--- src/sv/nlc_pkg.sv ---
// Shared types, character codes and class codes for the numeric literal classifier.
// No dependencies; compiled first.
package nlc_pkg;

    localparam logic [7:0] CH_DIGIT_0 = 8'h30;
    localparam logic [7:0] CH_DIGIT_9 = 8'h39;
    localparam logic [7:0] CH_DOLLAR  = 8'h24;
    localparam logic [7:0] CH_SLASH   = 8'h2F;
    localparam logic [7:0] CH_DOT     = 8'h2E;
    localparam logic [7:0] CH_MINUS   = 8'h2D;
    localparam logic [7:0] CH_QUOTE   = 8'h27;

    typedef enum logic [2:0] {
        CLS_INVALID  = 3'd0,
        CLS_INTEGER  = 3'd1,
        CLS_DECIMAL  = 3'd2,
        CLS_FRACTION = 3'd3,
        CLS_COMPLEX  = 3'd4,
        CLS_QUOTED   = 3'd5
    } t_class;

    // kind of one part: none, integer, decimal, fraction
    typedef enum logic [1:0] {
        KIND_NONE     = 2'd0,
        KIND_INTEGER  = 2'd1,
        KIND_DECIMAL  = 2'd2,
        KIND_FRACTION = 2'd3
    } t_kind;

    localparam logic [1:0] LEN_SAT = 2'd3;

    typedef struct packed {
        t_kind      kind;
        logic       has_sep;
        logic       has_minus;
        logic       bad;
        logic [1:0] len;
        logic       first_ss;
    } t_part_status;

    typedef struct packed {
        logic feed;
        logic clear;
    } t_part_ctl;

    typedef struct packed {
        logic [7:0] char_code;
        logic       last_char;
    } t_in_word;

    function automatic t_kind part_value(input t_part_status s);
        t_kind v;
        v = s.kind;
        if (s.bad) begin
            v = KIND_NONE;
        end else if (s.len == 2'd1 && s.first_ss) begin
            v = KIND_NONE;
        end
        return v;
    endfunction

endpackage

--- src/sv/nlc_if.sv ---
// Valid/ready channel interfaces for the classifier: character words in, class words out.
// Depends on nothing beyond the language.
interface nlc_in_if;
    logic       valid;
    logic       ready;
    logic [7:0] char_code;
    logic       last_char;

    modport source (output valid, output char_code, output last_char, input ready);
    modport sink   (input valid, input char_code, input last_char, output ready);
endinterface

interface nlc_out_if;
    logic       valid;
    logic       ready;
    logic [2:0] token_class;

    modport source (output valid, output token_class, input ready);
    modport sink   (input valid, input token_class, output ready);
endinterface

--- src/sv/nlc_in_stage.sv ---
// Input register stage: captures one character word per handshake.
// Depends on nlc_pkg and nlc_in_if.
module nlc_in_stage
    import nlc_pkg::*;
(
    input  logic      i_clk,
    input  logic      i_rst_n,
    nlc_in_if.sink    i_in,
    input  logic      i_take,
    output logic      o_valid,
    output t_in_word  o_word
);

    logic     r_valid;
    t_in_word r_word;

    // free when empty or when the held word moves on this cycle
    assign i_in.ready = !r_valid || i_take;
    assign o_valid    = r_valid;
    assign o_word     = r_word;

    always_ff @(posedge i_clk) begin
        if (!i_rst_n) begin
            r_valid <= 1'b0;
        end else if (i_in.ready) begin
            r_valid <= i_in.valid;
        end
        if (i_in.ready && i_in.valid) begin
            r_word.char_code <= i_in.char_code;
            r_word.last_char <= i_in.last_char;
        end
    end

endmodule

--- src/sv/nlc_part.sv ---
// Tracker for one part of a token: kind, separator and sign flags, saturating length.
// Depends on nlc_pkg. Output shows the status including the current character.
module nlc_part
    import nlc_pkg::*;
(
    input  logic         i_clk,
    input  logic         i_rst_n,
    input  t_part_ctl    i_ctl,
    input  logic [7:0]   i_char,
    output t_part_status o_status
);

    t_part_status r_status;
    t_part_status n_status;

    always_comb begin
        n_status = r_status;
        if (i_ctl.feed) begin
            if (r_status.len == 2'd0) begin
                n_status.first_ss = (i_char == CH_SLASH) || (i_char == CH_MINUS);
            end
            if (r_status.len != LEN_SAT) begin
                n_status.len = r_status.len + 2'd1;
            end
            if (i_char inside {[CH_DIGIT_0:CH_DIGIT_9]}) begin
                if (r_status.kind == KIND_NONE) begin
                    n_status.kind = KIND_INTEGER;
                end
            end else if (i_char == CH_SLASH || i_char == CH_DOT) begin
                if (r_status.has_sep) begin
                    n_status.bad = 1'b1;
                end else begin
                    n_status.has_sep = 1'b1;
                    n_status.kind    = (i_char == CH_SLASH) ? KIND_FRACTION : KIND_DECIMAL;
                end
            end else if (i_char == CH_MINUS) begin
                if (r_status.has_minus) begin
                    n_status.bad = 1'b1;
                end else begin
                    n_status.has_minus = 1'b1;
                end
            end else begin
                n_status.bad = 1'b1;
            end
        end
    end

    assign o_status = n_status;

    always_ff @(posedge i_clk) begin
        if (!i_rst_n || i_ctl.clear) begin
            r_status <= '0;
        end else begin
            r_status <= n_status;
        end
    end

endmodule

--- src/sv/numeric_literal_classifier.sv ---
// Top level of the numeric literal classifier: input stage, two part trackers, class register.
// Depends on nlc_pkg, nlc_if, nlc_in_stage and nlc_part.
//
// Characters stream in one word per clock; the word flagged last_char yields one class word
// (0 invalid, 1 integer, 2 decimal, 3 fraction, 4 two-part complex, 5 quoted); the word is held
// in the input register, and its class is then registered in the class register.
// Sustained rate is one character per clock. Only a finished class left untaken stalls
// the stream, and then only when the next last character reaches the classifier; other
// characters keep flowing. No reset sweep: the block takes words straight after reset.
module numeric_literal_classifier
    import nlc_pkg::*;
(
    input  logic       i_clk,
    input  logic       i_rst_n,
    nlc_in_if.sink     i_in,
    nlc_out_if.source  o_out
);

    logic         in_valid;
    t_in_word     in_word;
    logic         fire;
    logic         is_dollar;

    logic         r_at_start;
    logic         r_open_quote;
    logic         r_split;
    logic         n_open_quote;
    logic         n_split;

    t_part_ctl    ctl0;
    t_part_ctl    ctl1;
    t_part_status st0;
    t_part_status st1;

    t_class       cls;
    logic         r_out_valid;
    t_class       r_out_class;

    nlc_in_stage u_in_stage (
        .i_clk   (i_clk),
        .i_rst_n (i_rst_n),
        .i_in    (i_in),
        .i_take  (fire),
        .o_valid (in_valid),
        .o_word  (in_word)
    );

    // a last word needs room in the class register; others always proceed
    assign fire = in_valid && (!in_word.last_char || !r_out_valid || o_out.ready);

    assign is_dollar    = (in_word.char_code == CH_DOLLAR);
    assign n_open_quote = r_at_start ? (in_word.char_code == CH_QUOTE) : r_open_quote;
    assign n_split      = r_split || is_dollar;

    assign ctl0.feed  = fire && !is_dollar && !r_split;
    assign ctl1.feed  = fire && !is_dollar && r_split;
    assign ctl0.clear = fire && in_word.last_char;
    assign ctl1.clear = fire && in_word.last_char;

    nlc_part u_part0 (
        .i_clk    (i_clk),
        .i_rst_n  (i_rst_n),
        .i_ctl    (ctl0),
        .i_char   (in_word.char_code),
        .o_status (st0)
    );

    nlc_part u_part1 (
        .i_clk    (i_clk),
        .i_rst_n  (i_rst_n),
        .i_ctl    (ctl1),
        .i_char   (in_word.char_code),
        .o_status (st1)
    );

    always_comb begin
        if (n_open_quote && in_word.char_code == CH_QUOTE) begin
            cls = CLS_QUOTED;
        end else if (!n_split) begin
            cls = t_class'({1'b0, part_value(st0)});
        end else if (part_value(st0) != KIND_NONE && part_value(st1) != KIND_NONE) begin
            cls = CLS_COMPLEX;
        end else begin
            cls = CLS_INVALID;
        end
    end

    always_ff @(posedge i_clk) begin
        if (!i_rst_n) begin
            r_at_start   <= 1'b1;
            r_open_quote <= 1'b0;
            r_split      <= 1'b0;
            r_out_valid  <= 1'b0;
        end else begin
            if (fire) begin
                if (in_word.last_char) begin
                    r_at_start   <= 1'b1;
                    r_open_quote <= 1'b0;
                    r_split      <= 1'b0;
                end else begin
                    r_at_start   <= 1'b0;
                    r_open_quote <= n_open_quote;
                    r_split      <= n_split;
                end
            end
            if (fire && in_word.last_char) begin
                r_out_valid <= 1'b1;
            end else if (o_out.ready) begin
                r_out_valid <= 1'b0;
            end
        end
        if (fire && in_word.last_char) begin
            r_out_class <= cls;
        end
    end

    assign o_out.valid       = r_out_valid;
    assign o_out.token_class = r_out_class;

    // token state is back at its start after a last word
    a_restart: assert property (@(posedge i_clk) disable iff (!i_rst_n)
        fire && in_word.last_char |=> r_at_start && !r_split && !r_open_quote)
        else $error("token state not cleared after last word");

    // a split cannot be pending before the first character
    a_split_start: assert property (@(posedge i_clk) disable iff (!i_rst_n)
        r_at_start |-> !r_split)
        else $error("split flag set at token start");

    // a new class never overwrites one not yet taken
    a_no_overwrite: assert property (@(posedge i_clk) disable iff (!i_rst_n)
        fire && in_word.last_char && r_out_valid |-> o_out.ready)
        else $error("class register overwritten");

    // class codes stay within the defined set
    a_class_range: assert property (@(posedge i_clk) disable iff (!i_rst_n)
        r_out_valid |-> r_out_class <= CLS_QUOTED)
        else $error("class code out of range");

endmodule
--- src/flat_wrapper.sv ---
// flat-port wrapper written by rule: the top's interface ports become plain ports
module numeric_literal_classifier_flat import nlc_pkg::*;
  (i_clk, i_rst_n, i_in_valid, i_in_char_code, i_in_last_char, i_in_ready, o_out_valid, o_out_token_class, o_out_ready);
  nlc_in_if i_in_i ();
  nlc_out_if o_out_i ();
  input  logic i_clk;
  input  logic i_rst_n;
  input wire logic [$bits(i_in_i.valid)-1:0] i_in_valid;
  input wire logic [$bits(i_in_i.char_code)-1:0] i_in_char_code;
  input wire logic [$bits(i_in_i.last_char)-1:0] i_in_last_char;
  output wire logic [$bits(i_in_i.ready)-1:0] i_in_ready;
  output wire logic [$bits(o_out_i.valid)-1:0] o_out_valid;
  output wire logic [$bits(o_out_i.token_class)-1:0] o_out_token_class;
  input wire logic [$bits(o_out_i.ready)-1:0] o_out_ready;
  assign i_in_i.valid = i_in_valid;
  assign i_in_i.char_code = i_in_char_code;
  assign i_in_i.last_char = i_in_last_char;
  assign i_in_ready = i_in_i.ready;
  assign o_out_valid = o_out_i.valid;
  assign o_out_token_class = o_out_i.token_class;
  assign o_out_i.ready = o_out_ready;
  numeric_literal_classifier u_core (.i_clk(i_clk), .i_rst_n(i_rst_n), .i_in(i_in_i), .o_out(o_out_i));
endmodule
--- config.mk ---
export PLATFORM = sky130hd
export DESIGN_NAME = numeric_literal_classifier_flat
export DESIGN_NICKNAME = d
export VERILOG_FILES = /design/src/sv/nlc_pkg.sv /design/src/sv/nlc_if.sv /design/src/sv/nlc_in_stage.sv /design/src/sv/nlc_part.sv /design/src/sv/numeric_literal_classifier.sv /design/src/flat_wrapper.sv
export SDC_FILE = /design/constraint.sdc
export NUM_CORES = 1
export LEC_CHECK = 0
export BUFFER_PORTS_ARGS = -buffer_cell sky130_fd_sc_hd__buf_2
export CAP_MARGIN = 20
export CORE_ASPECT_RATIO = 0.6
export CORE_MARGIN = 2
export CORE_UTILIZATION = 40
export CTS_CLUSTER_SIZE = 14
export DETAILED_ROUTE_END_ITERATION = 8
export GPL_TIMING_DRIVEN = 1
export PLACE_DENSITY = 0.6
export SLEW_MARGIN = 0
export SYNTH_ARGS = -nofsm -noshare
export SYNTH_HDL_FRONTEND = slang
export SYNTH_SLANG_ARGS = --single-unit
--- constraint.sdc ---
create_clock -name i_clk -period 1.8 [get_ports i_clk]
set_input_delay 0.36 -clock i_clk [delete_from_list [all_inputs] [get_ports i_clk]]
set_output_delay 0.36 -clock i_clk [all_outputs]
set_load 0.02 [all_outputs]
Word-level counts from Yosys, hierarchy flattened
Cells that the tools add are included.
- word-level logic and storage cells: 115
- input bits: 13
- output and inout bits: 5
- register bits: 33
- reduce and logical (&&, ||, !) cells: 35
- bitwise gates (word level): 2
- eq/ne operators: 9
- order comparisons: 2
- muxes and demuxes: 45
- $add $sub $neg: 2
- operators by type and width (cell ; count):
    8-bit by 6-bit equality test with 1-bit output (second input constant) ; 5
    2-bit two-way mux ; 14
    3-bit two-way mux ; 8
    1-bit two-way mux ; 21
    8-bit two-way mux ; 2
    1-bit logical AND ; 11
    8-bit by 6-bit greater-or-equal comparator with 1-bit output (second input constant) ; 1
    8-bit by 6-bit <= comparator with 1-bit output (second input constant) ; 1
    2-bit zero test ; 4
    4-bit AND reduction ; 2
    1-bit logical OR ; 7
    1-bit zero test ; 6
    3-bit AND reduction ; 2
    2-bit nonzero test ; 3
    2-bit by 1-bit adder with 2-bit output (second input constant) ; 2
    2-bit by 1-bit equality test with 1-bit output (second input constant) ; 2
    2-bit != test (second input constant) ; 2
    1-bit NOT ; 2

Longest topological paths before layout
Gate-level depths: netlist (run 1).
- depth after elaboration: 17
- depth in mapped cells: 7
- depth with buffers taken out: 5

Hierarchy
A second synthesis (run 1) with hierarchy kept.
- cells, all modules: 157
- area, all modules: 1640.3 um^2
- modules (own cells, without submodules) (module ; cells each ; area each (um^2) ; seq. area each (um^2) ; instances):
    nlc_part ; 50 ; 441.7 ; 160.2 ; 2
    numeric_literal_classifier ; 43 ; 429.2 ; 170.2 ; 1
    nlc_in_stage ; 14 ; 327.8 ; 290.3 ; 1

Worst setup path before layout (run 1)
OpenSTA, ideal clock, no wires.
- kind: register to register
- start: register u_core.u_in_stage.r_word, in the netlist u_core.u_in_stage.o_word[8]
- end: register u_core.r_out_class[2], in the netlist u_core.o_out.token_class[2], data pin
- cell stages (with the launch flop): 7
- setup time: 0.271 ns
- slack: -0.113 ns
- buffers on the path: 1
- data arrival time: 1.642 ns
- cell sequence: edfxtp_1 > or3b_4 > nor4_4 > nor2b_1 > buf_2 > o221ai_2 > o31ai_2
- word-level cells in the longest chain between the ends: 15
- elaborated cells between the ends (all ways): 51
- classes of those cells: order compare (2); eq/ne (7); mux (28); reduce/logical (14)
- RTL lines (element ; RTL line ; RTL):
    start: declaration ; nlc_in_stage.sv:15 ; t_in_word r_word;
    branches (longest 15 deep; another with 8-bit by 6-bit greater-or-equal comparator with 1-bit output) ; n/a ;
    end signal: assignment ; numeric_literal_classifier.sv:113 ; r_out_class <= cls;
    end: declaration ; numeric_literal_classifier.sv:37 ; t_class r_out_class;
Several ways; the timed one is not identified. The select of a mux whose other input is x is not followed.
A chain may end at the register's enable or synchronous reset.

Worst setup path after layout (run 1)
Ends and elaborated chain as after synthesis.

==> impl_metrics.json, run 1 <==
{
  "antennaDiodeCount": 0,
  "syn-cell-area_sq_um": 1480,
  "maxSlewHeadroom_pct": 68.7,
  "start_kind": "flop",
  "synth_top_family_by_area": "simple AND/OR/NAND/NOR gates",
  "rows": 17,
  "skew_ns": 0.00785,
  "worstPathMaxFanout": 9,
  "timing.final.max_slew_violations": 0,
  "synth_cell_type_count": 50,
  "finalNonFillerCells": 233,
  "numPortBuffers": 17,
  "crit_start": "u_core.u_in_stage.o_word[8]$_DFFE_PP_",
  "power.total_uw": 1510,
  "muxShareOfSynthArea_pct": 1.43,
  "synth_most_common_cell": "nor2_1",
  "synthXorXnorAreaFrac_pct": 0,
  "die_width_um": 82.6,
  "crit_chain": "or3b_4 > nor4_4 > buf_6 > or2b_4 > a2bb2oi_2 > o31ai_2",
  "power_density_nw_per_um2": 785,
  "htreeDepth": 2,
  "cts.hold.buffers_added": 0,
  "setup_viol": 3,
  "r2r-start": "u_core.u_in_stage.o_word[8]$_DFFE_PP_",
  "max-clock-path-buffers": 2,
  "initial_core_util_pct": 41.0,
  "worst_pin_slew_ns": 0.465,
  "synthAdderAreaFrac_pct": 0,
  "cts_buffers": 5,
  "grt-ovfl-total": 0,
  "violations": "setup timing",
  "post-route-cell-area_sq_um": 1920,
  "synth_area_leaders": "dfxtp_1 28%, edfxtp_1 24%, nor2_1 5.8%, a21oi_1 3.4%, inv_1 1.8%",
  "core_sq_um": 3620,
  "cp_slowest_cell": "or3b_4",
  "arrival_ns": 1.86,
  "place_ws_ns": -0.0559,
  "synthCells": 147,
  "period_needed_ns": 1.83,
  "synthArstFlopShare_pct": 0,
  "vias_per_cell": 5.29,
  "dp_cells": 221,
  "cap_violations": 0,
  "seqCellArea_sq_um": 781,
  "place_congestion": 0.909,
  "drt_iter0_drc": 78,
  "ys_seq_area_share_pct": 52.7,
  "endpoint_kind": "flop",
  "fin_crit_sh_pct": 102,
  "cpPeakStageDelay_ns": 0.45,
  "fin_ws_ns": -0.0319,
  "hold_viol_final": 0,
  "wirelength_um": 3450,
  "cellLeakagePower_uw": 0.000733,
  "fin_nets": 198,
  "io_pins": 18,
  "dpl.hpwl_um": 2480,
  "area_growth_syn_to_layout_pct": 29.4,
  "cts_sinks": 33,
  "firstDrtPassIters": 4,
  "fin_hold_ws_ns": 0.246,
  "yosys_warnings": 0,
  "synth_edf_count": 12,
  "synth_nets": 160,
  "grt_pass1_vias": 1155,
  "synth_top_area_share_pct": 28.4,
  "wire_per_inst_um": 14.8,
  "layout-drive-gt1-share_pct": 36.0,
  "rsz0062_at_grt": "yes",
  "grt_pass1_wl_um": 5510,
  "path_clk_slew_ns": 0.07,
  "die_h_um": 51.2,
  "ys.flop_type": "dfxtp_1",
  "ir_drop_mv": 0.386,
  "ant_nets": 0,
  "grt_max_degree": 19,
  "drc": 0,
  "status": "finished with violations",
  "required_ns": 1.83,
  "multi_input_area_sq_um": 726,
  "synth.largest_area_cell": "dfxtp_1",
  "ys_seq_elements": 33,
  "cts_tree": "done",
  "avgSynthCellArea_sq_um": 10.1,
  "die-area_sq_um": 4230,
  "track_usage_pct": 18.0,
  "worstSetupPathType": "reg -> reg",
  "min_path_type": "in -> reg",
  "vias": 1232,
  "fillCellCount": 344,
  "ys_top_cells_by_count": "23 x nor2_1, 21 x dfxtp_1, 12 x edfxtp_1, 10 x a21oi_1, 7 x inv_1",
  "synth-simple-area-share_pct": 24.4,
  "clockRootBuffer": "clkbuf_8",
  "fmax_mhz": 546,
  "synth_compound_area_share_pct": 18.1,
  "antenna_found_initial": 0,
  "hp-start": "i_in_char_code[2]",
  "placed_area_sq_um": 1740,
  "clk_latency_ns": 0.28
}
layer usage:
metal	vias to the layer above	wire length, um	track usage [%]
met4	0	13	5.46
li1	615	-	-
met5	-	0	0
met2	42	1510	23.7
met1	573	1680	26.8
met3	2	250	6.71
placed cells by master, fill, tap and decap left out, types with 3 or more instances in the layout:
cell type	count
or2_2	3
buf_2	17
a21oi_1	7
a21oi_2	4
nor2b_1	4
nor4_1	3
nand2_1	6
buf_4	16
inv_1	7
a31oi_1	3
nand3b_1	3
clkbuf_8	6
dfxtp_1	21
o21ai_1	3
edfxtp_1	12
nor2_1	22
logic make-up (layout without fill, tap and decap cells):
group	after synthesis	count (layout)
multiplexers	2	2
buffers and inverters	11	50
flip-flops	33	33
AO/OA/AOI/OAI	37	37
AND/OR/NAND/NOR	64	64
registers in the layout (all words and copies together), names as in the netlist:
name and flops:
u_core.r_open_quote 1, u_core.u_part1.r_status 8, u_core.u_in_stage.o_word 9, u_core.r_at_start 1, u_core.u_part0.r_status 8, u_core.o_out.valid 1
u_core.u_in_stage.o_valid 1, u_core.r_split 1, u_core.o_out.token_class 3
worst max-delay path: cells and delay by family, from the launching register on:
kind	cells	cell delay [ns]
buffers and inverters	1	0.17
DFF	1	0.40
and+or+nand+nor	3	0.76
AOI/OAI and AO/OA	2	0.24
per-stage QoR:
stage               utilization [%]  setup TNS, ns
floorplan                         -        -0.0750
global placement               48.0       -0.00503
CTS                            51.2        -0.0208
detailed placement             48.0        -0.0885
finish                         53.0        -0.0753
global route                   53.0         -0.476
where the power goes:
part / total [uW] / internal [uW] / switching, uW
clock: 570 / 312 / 259
sequential: 810 / 795 / 15.0
combinational: 125 / 56.5 / 68.4
total: 1510 / 1160 / 342
timing repair:
item                                    in CTS  in global routing
pin swaps                                    0                  1
cloned                                       0                  0
endpoints found under the setup margin       3                 11
gates resized for setup                      2                 12
setup buffers                                2                  2
area by class of cell:
type	count	area share (%)
inverter	7	1.37
clock buffer	8	4.70
tap	47	3.07
multi-input combinational	103	37.8
timing repair buffer	35	12.3
sequential	33	40.7
path summary, 6_finish.rpt:
path	to	slack, ns	depth (start not counted)
hold / removal	u_core.u_in_stage.o_word[3]$_DFFE_PP_	0.25	1
setup / recovery	u_core.o_out.token_class[2]$_SDFFCE_PP1P_	-0.03	6
setup reg to reg	u_core.o_out.token_class[2]$_SDFFCE_PP1P_	-0.03	6
hold reg to reg	u_core.u_part1.r_status[6]$_SDFF_PP0_	0.47	2
Note: power is estimated with default switching activity, not from simulation.
==> inputs of run 2 (changes only) <==
CORE_UTILIZATION = 28   (was 40)
PLACE_DENSITY = 0.45   (was 0.6)
==> impl_metrics.json, run 2 (synthesized netlist as in run 1, its figures left out) <==
{
  "status": "finished with violations",
  "violations": "setup timing",
  "cap_violations": 0,
  "endpoint_kind": "flop",
  "timing.final.max_slew_violations": 0,
  "ant_nets": 0,
  "die_width_um": 97.9,
  "clk_latency_ns": 0.28,
  "firstDrtPassIters": 4,
  "worstSetupPathType": "reg -> reg",
  "grt-ovfl-total": 0,
  "die_h_um": 60.4,
  "path_clk_slew_ns": 0.07,
  "hold_viol_final": 0,
  "grt_pass1_wl_um": 5460,
  "max-clock-path-buffers": 2,
  "antenna_found_initial": 0,
  "power.total_uw": 1470,
  "ir_drop_mv": 0.364,
  "vias": 1191,
  "grt_max_degree": 19,
  "initial_core_util_pct": 29.2,
  "place_congestion": 0.824,
  "fillCellCount": 524,
  "worstPathMaxFanout": 9,
  "vias_per_cell": 4.80,
  "period_needed_ns": 1.84,
  "fin_ws_ns": -0.0364,
  "wirelength_um": 3320,
  "hp-start": "i_in_char_code[5]",
  "numPortBuffers": 17,
  "rsz0062_at_grt": "yes",
  "antennaDiodeCount": 0,
  "dp_cells": 240,
  "fin_hold_ws_ns": 0.247,
  "seqCellArea_sq_um": 781,
  "r2r-start": "u_core.u_in_stage.o_word[8]$_DFFE_PP_",
  "required_ns": 1.83,
  "clockRootBuffer": "clkbuf_8",
  "drt_iter0_drc": 64,
  "min_path_type": "in -> reg",
  "dpl.hpwl_um": 2500,
  "rows": 20,
  "layout_commonest_cell": "nor2_1",
  "largest_register_ffs": 9,
  "crit_start": "u_core.u_in_stage.o_word[8]$_DFFE_PP_",
  "fmax_mhz": 545,
  "setup_viol": 2,
  "multi_input_area_sq_um": 707,
  "drc": 0,
  "wire_per_inst_um": 13.4,
  "core_sq_um": 5080,
  "skew_ns": 0.00352,
  "cts_tree": "done",
  "area_growth_syn_to_layout_pct": 27.0,
  "start_kind": "flop",
  "grt_pass1_vias": 1121,
  "die-area_sq_um": 5910,
  "cts_sinks": 33,
  "io_pins": 18,
  "layout-drive-gt1-share_pct": 32.4,
  "fin_nets": 194,
  "track_usage_pct": 12.4,
  "worst_pin_slew_ns": 0.409,
  "htreeDepth": 2,
  "cts_buffers": 5,
  "final_cell_mix": "23 x nor2_1, 21 x dfxtp_1, 17 x buf_2, 12 x buf_4, 12 x edfxtp_1",
  "arrival_ns": 1.87,
  "finalNonFillerCells": 248,
  "fin_crit_sh_pct": 102,
  "power_density_nw_per_um2": 780,
  "maxSlewHeadroom_pct": 72.7,
  "cellLeakagePower_uw": 0.000704
}
[run 2: metal layers]
metal,global-route usage (%),vias up,routed length (um)
li1,-,608,-
met1,18.3,556,1880
met2,15.8,21,1210
met3,4.15,6,159
met4,6.55,0,68
met5,0,-,0
[run 2: worst paths after layout]
| path | endpoint | slack [ns] | cells after the start |
|---|---|---|---|
| hold / removal | u_core.u_in_stage.o_word[6]$_DFFE_PP_ | 0.25 | 1 |
| setup reg to reg | u_core.o_out.token_class[2]$_SDFFCE_PP1P_ | -0.04 | 6 |
| hold reg to reg | u_core.u_part1.r_status[6]$_SDFF_PP0_ | 0.47 | 2 |
| setup / recovery | u_core.o_out.token_class[2]$_SDFFCE_PP1P_ | -0.04 | 6 |
[run 2: power by group]
group          internal (uW)  total [uW]  switching (uW)
clock network            275         539             264
logic                   54.0         119            65.2
registers                795         811            15.8
total                   1120        1470             345
[run 2: layout make-up]
class / count / share of cell area, %
timing repair buffer: 31 / 11.0
multi-input combinational: 103 / 37.5
inverter: 7 / 1.40
tap: 66 / 4.39
clock buffer: 8 / 4.25
sequential: 33 / 41.5
[run 2: repair_timing]
action | CTS | global route
pin swaps | 1 | 1
resized for setup | 2 | 8
hold buffers | 0 | 0
setup endpoints to repair | 3 | 12
buffers inserted | 0 | 0
[run 2: critical path, stage by stage, from the launching register on]
cell       delay (ns)
edfxtp_1         0.43
or3b_4           0.44
nor4_4           0.15
buf_6            0.17
or2b_4           0.15
a2bb2oi_2        0.16
o31ai_2          0.08
[run 2: stage by stage]
step           TNS (ns)  setup WS, ns  util [%]  instance area [sq um]
5_1_grt          -0.707        -0.124      37.1                   1880
6_report        -0.0561       -0.0364      37.1                   1880
3_3_place_gp          0        0.0322      34.7                   1760
4_1_cts         -0.0277       -0.0204      36.4                   1850
3_5_place_dp    -0.0569       -0.0498      34.7                   1760
2_1_floorplan   -0.0750       -0.0669         -                   1500
